===== src/rtl/fnw_pkg.sv =====
`timescale 1ns / 1ps

package fnw_pkg;

   // Fixed field widths
   localparam int SAMPLE_W   = 32;
   localparam int WS_W       = 7;
   localparam int CSR_DATA_W = 32;
   localparam int CSR_ADDR_W = 3;

   // Register map: index bit taken from paddr[2]
   localparam logic REG_WINDOW_SIZE = 1'b0;

   localparam logic [WS_W-1:0] WS_RESET = 7'd3;

   typedef logic signed [SAMPLE_W-1:0] sample_type;
   typedef logic [WS_W-1:0]            window_size_type;

   // One result as it sits in the output stage
   typedef struct packed {
      sample_type first_negative;
      logic       found;
   } result_type;

endpackage


===== src/rtl/first_negative_in_window.sv =====
`timescale 1ns / 1ps
// Results are registered; throughput is one sample per cycle unless the
// skid slot is full. The queue memory's single read port prefetches the
// entry behind the head every cycle, so a pop never waits.
// Reset (synchronous, active high): window_size = 3, queue and window empty.
// Queue memory is not cleared; entries are only read after being written.
module first_negative_in_window
   import fnw_pkg::*;
#(
   parameter int MAX_WINDOW = 64
) (
   input  logic                  clock,
   input  logic                  reset,
   // sample channel
   input  logic                  req_valid,
   output logic                  req_ready,
   input  sample_type            req_sample,
   input  logic                  req_start_of_sequence,
   // result channel
   output logic                  rsp_valid,
   input  logic                  rsp_ready,
   output sample_type            rsp_first_negative,
   output logic                  rsp_found,
   // register port
   input  logic                  csr_psel,
   input  logic                  csr_penable,
   input  logic                  csr_pwrite,
   input  logic [CSR_ADDR_W-1:0] csr_paddr,
   input  logic [CSR_DATA_W-1:0] csr_pwdata,
   output logic [CSR_DATA_W-1:0] csr_prdata,
   output logic                  csr_pready
);

   localparam int AW   = (MAX_WINDOW > 1) ? $clog2(MAX_WINDOW) : 1;
   localparam int CW   = $clog2(MAX_WINDOW + 1);
   localparam int PW   = $clog2(2 * MAX_WINDOW);
   localparam int CMPW = ((PW > WS_W) ? PW : WS_W) + 1;
   localparam int EW   = PW + SAMPLE_W;

   localparam logic [AW-1:0]   HEAD_LAST = AW'(MAX_WINDOW - 1);
   localparam logic [PW-1:0]   POS_LAST  = PW'(2 * MAX_WINDOW - 1);
   localparam logic [CW-1:0]   COUNT_MAX = CW'(MAX_WINDOW);
   localparam logic [CMPW-1:0] POS_MOD   = CMPW'(2 * MAX_WINDOW);
   localparam logic [CMPW-1:0] WIN_MAX   = CMPW'(MAX_WINDOW);

   // queue entry: position over value
   typedef logic [EW-1:0] entry_type;

   // config register
   window_size_type window_size_ff, window_size_in;

   // queue control state
   logic [AW-1:0] head_ff, head_in;
   logic [AW-1:0] tail_ff, tail_in;
   logic [CW-1:0] count_ff, count_in;
   logic [PW-1:0] pos_ff, pos_in;
   logic [CW-1:0] fill_ff, fill_in;

   // head entry held in flops
   logic [PW-1:0] head_pos_ff, head_pos_in;
   sample_type    head_val_ff, head_val_in;

   // queue memory and its read path
   entry_type     queue_mem [MAX_WINDOW];
   entry_type     rd_data_ff;
   entry_type     byp_data_ff;
   logic          byp_hit_ff;
   logic [AW-1:0] rd_addr;
   logic [AW-1:0] wr_addr;
   entry_type     wr_data;
   logic          wr_en;
   entry_type     next_entry;

   // output stage with skid
   logic       out_valid_ff, out_valid_in;
   result_type out_ff, out_in;
   logic       skid_valid_ff, skid_valid_in;
   result_type skid_ff, skid_in;

   // item datapath
   logic            accept;
   logic            csr_write;
   logic [CW-1:0]   eff_window;
   logic [CMPW-1:0] ws_ext;
   logic [AW-1:0]   base_head, base_tail, head_pop;
   logic [CW-1:0]   base_count, count_pop;
   logic [PW-1:0]   base_pos;
   logic [CW-1:0]   base_fill, fill_new;
   logic [CMPW-1:0] age;
   logic            pop, push;
   logic [AW-1:0]   rd_head;
   result_type      res;
   logic            res_valid;
   logic            out_take;

   assign csr_pready = 1'b1;
   assign csr_write  = csr_psel && csr_penable && csr_pwrite
                       && (csr_paddr[2] == REG_WINDOW_SIZE);
   assign csr_prdata = (csr_paddr[2] == REG_WINDOW_SIZE)
                       ? CSR_DATA_W'(window_size_ff) : '0;

   assign req_ready = !skid_valid_ff;
   assign accept    = req_valid && req_ready;

   // effective window: 0 counts as 1, clamp to queue depth
   always_comb begin
      ws_ext = CMPW'(window_size_ff);
      if (ws_ext == '0) begin
         eff_window = CW'(1);
      end else if (ws_ext > WIN_MAX) begin
         eff_window = COUNT_MAX;
      end else begin
         eff_window = CW'(window_size_ff);
      end
   end

   // entry behind the head: memory data or a write that raced the read
   assign next_entry = byp_hit_ff ? byp_data_ff : rd_data_ff;

   // evict / push / fill for the item on the request port
   always_comb begin
      base_head  = req_start_of_sequence ? '0 : head_ff;
      base_tail  = req_start_of_sequence ? '0 : tail_ff;
      base_count = req_start_of_sequence ? '0 : count_ff;
      base_pos   = req_start_of_sequence ? '0 : pos_ff;
      base_fill  = req_start_of_sequence ? '0 : fill_ff;

      // age of head entry, modulo 2*MAX_WINDOW
      age = CMPW'(base_pos) - CMPW'(head_pos_ff)
            + ((base_pos < head_pos_ff) ? POS_MOD : '0);

      pop       = (base_count != '0) && (age >= CMPW'(eff_window));
      count_pop = base_count - CW'(pop);
      head_pop  = !pop ? base_head : ((base_head == HEAD_LAST) ? '0 : base_head + 1'b1);
      push      = req_sample[SAMPLE_W-1] && (count_pop < COUNT_MAX);

      wr_addr = base_tail;
      wr_data = {base_pos, req_sample};
      wr_en   = accept && push && !csr_write;

      fill_new  = (base_fill < eff_window) ? base_fill + 1'b1 : base_fill;
      res_valid = accept && !(fill_new < eff_window);
   end

   // state next values
   always_comb begin
      window_size_in = window_size_ff;
      head_in        = head_ff;
      tail_in        = tail_ff;
      count_in       = count_ff;
      pos_in         = pos_ff;
      fill_in        = fill_ff;
      head_pos_in    = head_pos_ff;
      head_val_in    = head_val_ff;

      if (csr_write) begin
         window_size_in = csr_pwdata[WS_W-1:0];
         head_in        = '0;
         tail_in        = '0;
         count_in       = '0;
         pos_in         = '0;
         fill_in        = '0;
      end else if (accept) begin
         head_in  = head_pop;
         tail_in  = !push ? base_tail : ((base_tail == HEAD_LAST) ? '0 : base_tail + 1'b1);
         count_in = count_pop + CW'(push);
         pos_in   = (base_pos == POS_LAST) ? '0 : base_pos + 1'b1;
         fill_in  = fill_new;
         // new head: pushed entry into an empty queue, else prefetched one
         if (count_pop == '0 && push) begin
            head_pos_in = base_pos;
            head_val_in = req_sample;
         end else if (pop) begin
            head_pos_in = next_entry[EW-1:SAMPLE_W];
            head_val_in = next_entry[SAMPLE_W-1:0];
         end
      end
   end

   // prefetch the slot after the next head
   assign rd_head = head_in;
   assign rd_addr = (rd_head == HEAD_LAST) ? '0 : rd_head + 1'b1;

   // result for this transfer
   always_comb begin
      res.found          = (count_in != '0);
      res.first_negative = res.found ? head_val_in : '0;
   end

   // output register plus skid slot
   assign out_take = out_valid_ff && rsp_ready;

   always_comb begin
      out_valid_in  = out_valid_ff;
      out_in        = out_ff;
      skid_valid_in = skid_valid_ff;
      skid_in       = skid_ff;
      if (skid_valid_ff) begin
         if (out_take) begin
            out_in        = skid_ff;
            skid_valid_in = 1'b0;
         end
      end else if (res_valid) begin
         if (!out_valid_ff || out_take) begin
            out_in       = res;
            out_valid_in = 1'b1;
         end else begin
            skid_in       = res;
            skid_valid_in = 1'b1;
         end
      end else if (out_take) begin
         out_valid_in = 1'b0;
      end
   end

   assign rsp_valid          = out_valid_ff;
   assign rsp_first_negative = out_ff.first_negative;
   assign rsp_found          = out_ff.found;

   // queue memory: one write, one registered read
   always_ff @(posedge clock) begin
      if (wr_en) begin
         queue_mem[wr_addr] <= wr_data;
      end
      rd_data_ff  <= queue_mem[rd_addr];
      byp_data_ff <= wr_data;
   end

   // control registers
   always_ff @(posedge clock) begin
      if (reset) begin
         window_size_ff <= WS_RESET;
         head_ff        <= '0;
         tail_ff        <= '0;
         count_ff       <= '0;
         pos_ff         <= '0;
         fill_ff        <= '0;
         out_valid_ff   <= 1'b0;
         skid_valid_ff  <= 1'b0;
         byp_hit_ff     <= 1'b0;
      end else begin
         window_size_ff <= window_size_in;
         head_ff        <= head_in;
         tail_ff        <= tail_in;
         count_ff       <= count_in;
         pos_ff         <= pos_in;
         fill_ff        <= fill_in;
         out_valid_ff   <= out_valid_in;
         skid_valid_ff  <= skid_valid_in;
         byp_hit_ff     <= wr_en && (wr_addr == rd_addr);
      end
   end

   // payload registers
   always_ff @(posedge clock) begin
      head_pos_ff <= head_pos_in;
      head_val_ff <= head_val_in;
      out_ff      <= out_in;
      skid_ff     <= skid_in;
   end

endmodule


===== config.mk =====
export PLATFORM = sky130hd
export DESIGN_NAME = first_negative_in_window
export DESIGN_NICKNAME = d
export VERILOG_FILES = /design/src/rtl/fnw_pkg.sv /design/src/rtl/first_negative_in_window.sv
export SDC_FILE = /design/constraint.sdc
export NUM_CORES = 2
export LEC_CHECK = 0
export BUFFER_PORTS_ARGS = -buffer_cell sky130_fd_sc_hd__buf_2
export CAP_MARGIN = 20
export CELL_PAD_IN_SITES_DETAIL_PLACEMENT = 2
export CELL_PAD_IN_SITES_GLOBAL_PLACEMENT = 2
export CORE_MARGIN = 2
export CORE_UTILIZATION = 25
export DETAILED_ROUTE_END_ITERATION = 10
export HOLD_SLACK_MARGIN = 0.05
export PLACE_DENSITY_LB_ADDON = 0.1
export SLEW_MARGIN = 20
export SYNTH_ARGS = -nofsm -noshare
export SYNTH_HDL_FRONTEND = slang
export SYNTH_SLANG_ARGS = --single-unit

===== constraint.sdc =====
create_clock -name clock -period 37.4 [get_ports clock]
set_input_delay 3.74 -clock clock [delete_from_list [all_inputs] [get_ports clock]]
set_output_delay 3.74 -clock clock [all_outputs]
set_load 0.005 [all_outputs]

==> flow_metrics.tcl <==
set metrics [dict create \
    outcome "complete, no violations" \
    grt-busiest-layer "met2" \
    cts.sinks 2722 \
    cp_slowest_cell "ha_4" \
    hold_buffers 0 \
    cp-end-kind "register" \
    ys_types 74 \
    drv_slew 0 \
    fp.dieH_um 654 \
    synth_edf_count 2569 \
    r2r_end "rd_data_ff[3]" \
    ys_seq_elements 2722 \
    required_ns 38.19 \
    final_nets 5858 \
    cts_buffer_depth 4 \
    yosys.area_share.adder_pct 0.409 \
    synth_compound_area_share_pct 2.42 \
    synthFlopType "edfxtp_1" \
    hold_viol 0 \
    worstMarginPinSlew_ns 1.15 \
    first_pass_iters 5 \
    rsz0062_at_grt "no" \
    synth_top_family_by_area "multiplexers" \
    setup-violations-final 0 \
    hold_start "head_val_ff[10]" \
    critPathMaxStageDelay_ns 0.89 \
    synthXorXnorAreaFrac_pct 0.182 \
    antenna_left 0 \
    synth.mux.area_fraction_pct 14.8 \
    reg2reg_slack_ns 27.65 \
    num_io_pins 143 \
    rows 238 \
    grt_pass1_wl_mm 522 \
    dieWidth_um 654 \
    cp-start-kind "input pin" \
    vias_per_cell 4.72 \
    grt_overflow 0 \
    drc_errors 0 \
    grtUsageMet3_pct 2.71 \
    irDropWorstVdd_uv 36.8 \
    dp_slack_ns 23.20 \
    syn_area_um2 106000 \
    synthArstFlopShare_pct 0 \
    arrival_ns 13.71 \
    cap_violations 0 \
    grt_start_max_net_pins 102 \
    p_leak_nw 39.8 \
    path_class "in -> reg" \
    port_buffers 89 \
    yosysWarnings 0 \
    postSynthCellCount 5422 \
    post-cts-setup-buffer-count 0 \
    num_vias 55200 \
    yosys.area_share.simple_pct 4.71 \
    core-area_um2 421000 \
    htree_levels 5 \
    ff2ff_path_depth 25 \
    crit_fanout 101 \
    drt_iter0_drc 5498 \
    clock_latency_ns 0.94 \
    use_met1_pct 24.8 \
    powerDensity_nw_per_um2 64.3 \
    ys_seq_area_share_pct 75.9 \
    cpMostUsedCell "buf_4" \
    antenna_found_initial 49 \
    setup_tns_ns 0 \
    hold_class "reg -> reg" \
    place_congestion 0.725 \
    cts_resized 0 \
    drive_above_1_share_pct 25.4 \
    gr-usage-all-layers_pct 17.8 \
    dieArea_um2 428000 \
    final.setup_skew_ns 0.0465 \
    placed_cell_area_um2 114000 \
    hold-path-endpoint "head_val_ff[10]" \
    fin_crit_sh_pct 34.5 \
    stdcell_area_um2 125000 \
    grtUsageMet2_pct 28.8 \
    worstHoldPathCells 2 \
    wire_per_inst_um 33.0 \
    cts_tree "built" \
    root_buffer "clkbuf_16" \
    grt_pass1_vias 59900 \
    cp.buffers_inverters 9 \
    rr_startpoint "pos_ff[2]" \
    period_needed_ns 12.92 \
    fin_ws_ns 24.48 \
    slew-limit-headroom_pct 22.8 \
    clkTransAtPathRegs_ns 0.06 \
    dp_hpwl_mm 212 \
    avgSynthCellArea_um2 19.5 \
    numCtsBuffers 331 \
    syn2layout_area_growth_pct 18.1 \
    wirelength_mm 385 \
    initial_core_util_pct 25.1 \
    timing.fmax_ghz 0.0774 \
    critPathTopFamily "buffers and inverters" \
]
kinds of logic after synthesis:
logic type               count (synthesis)
AND/OR/NAND/NOR                       1120
other                                    2
AO/OA/AOI/OAI                          384
adder cells (fa/ha/maj)                 34
flip-flops                            2722
XOR/XNOR                                22
buffers and inverters                  362
multiplexers                           776
per-stage QoR:
step | utilization [%] | hold slack [ns] | std cells | total power (W)
after floorplan | - | 0.421 | 5446 | 0.00439
after global placement | 27.1 | 0.443 | 11100 | 0.00491
after detailed placement | 27.1 | 0.454 | 11100 | 0.00492
after CTS | 29.6 | 0.468 | 11700 | 0.00816
after global routing | 29.7 | 0.504 | 11700 | 0.00835
final | 29.7 | 0.458 | 11700 | 0.00802
worst max path at each step:
stage / depth (start not counted) / to / startpoint
after floorplan: 29 / queue_mem[52][0] / req_start_of_sequence
final: 28 / rd_data_ff[3] / req_start_of_sequence
after detailed placement: 28 / rd_data_ff[20] / req_start_of_sequence
after global placement: 28 / rd_data_ff[20] / req_start_of_sequence
after global routing: 28 / rd_data_ff[20] / req_start_of_sequence
after CTS: 28 / rd_data_ff[20] / req_start_of_sequence
where the power goes:
group	total, W	switching, W	internal, W	leakage [nW]
Combinational	0.00140	0.000821	0.000577	10.1
Clock	0.00320	0.00132	0.00188	5.20
Sequential	0.00342	0.0000209	0.00340	24.5
layer usage:
metal  share of wire, %  vias to the layer above
met5             0.0067                        -
met4                3.0                        4
met3                4.7                      475
met2                 47                     1369
met1                 46                    30700
li1                   -                    22600
sequential cells by signal, indices dropped and copies added (netlist names), 32 cells and up:
| name | count |
|---|---|
| rsp_first_negative | 32 |
| byp_data_ff | 39 |
| skid_ff | 33 |
| rd_data_ff | 39 |
| queue_mem | 2496 |
| head_val_ff | 32 |
cell usage in the layout, fill, tap and decap left out, types with 27 or more instances in the layout:
master     count
o21ai_1       51
nor2_4        57
edfxtp_1    2569
clkinv_2      54
a32oi_1       63
o21ai_0       85
and2_1        43
clkbuf_1      82
clkbuf_16    334
nand4_1       42
dfxtp_1      152
mux2_2        34
nand2_1      557
ha_1          32
bufinv_16     28
diode_2       27
buf_2         84
mux2i_1      118
nor2_1       107
nand3_1      202
buf_4        209
a21oi_1       57
mux4_2       624
nor2b_1       30
clkinv_1      60
cell usage after synthesis (37+ instances only):
cell type / count / area share [%]
nor2_1: 164 / 0.58
nand4_1: 42 / 0.25
buf_2: 108 / 0.51
edfxtp_1: 2569 / 73
mux4_2: 624 / 13
clkbuf_1: 161 / 0.57
a32oi_1: 63 / 0.52
o21ai_0: 103 / 0.49
nand2_1: 557 / 2.0
nand3_1: 203 / 0.96
dfxtp_1: 153 / 2.9
and2_1: 43 / 0.25
buf_4: 37 / 0.26
o21ai_1: 37 / 0.18
mux2i_1: 118 / 1.1
a21oi_1: 59 / 0.28
worst min-delay path, cell delays in order, from the launching register on:
cell	delay, ns
dfxtp_1	0.31
nand2_1	0.04
o21ai_0	0.07
cell type report:
class,count,area [µm²]
inverters,27,103
well taps,5640,7060
clock inverters,164,1690
clock buffers,436,8940
multi-input cells,2362,24500
repair buffers,305,2240
diodes,27,67.6
fillers,42300,296000
flip-flops and latches,2722,80200
No activity file was read; power rests on OpenSTA's default activity.
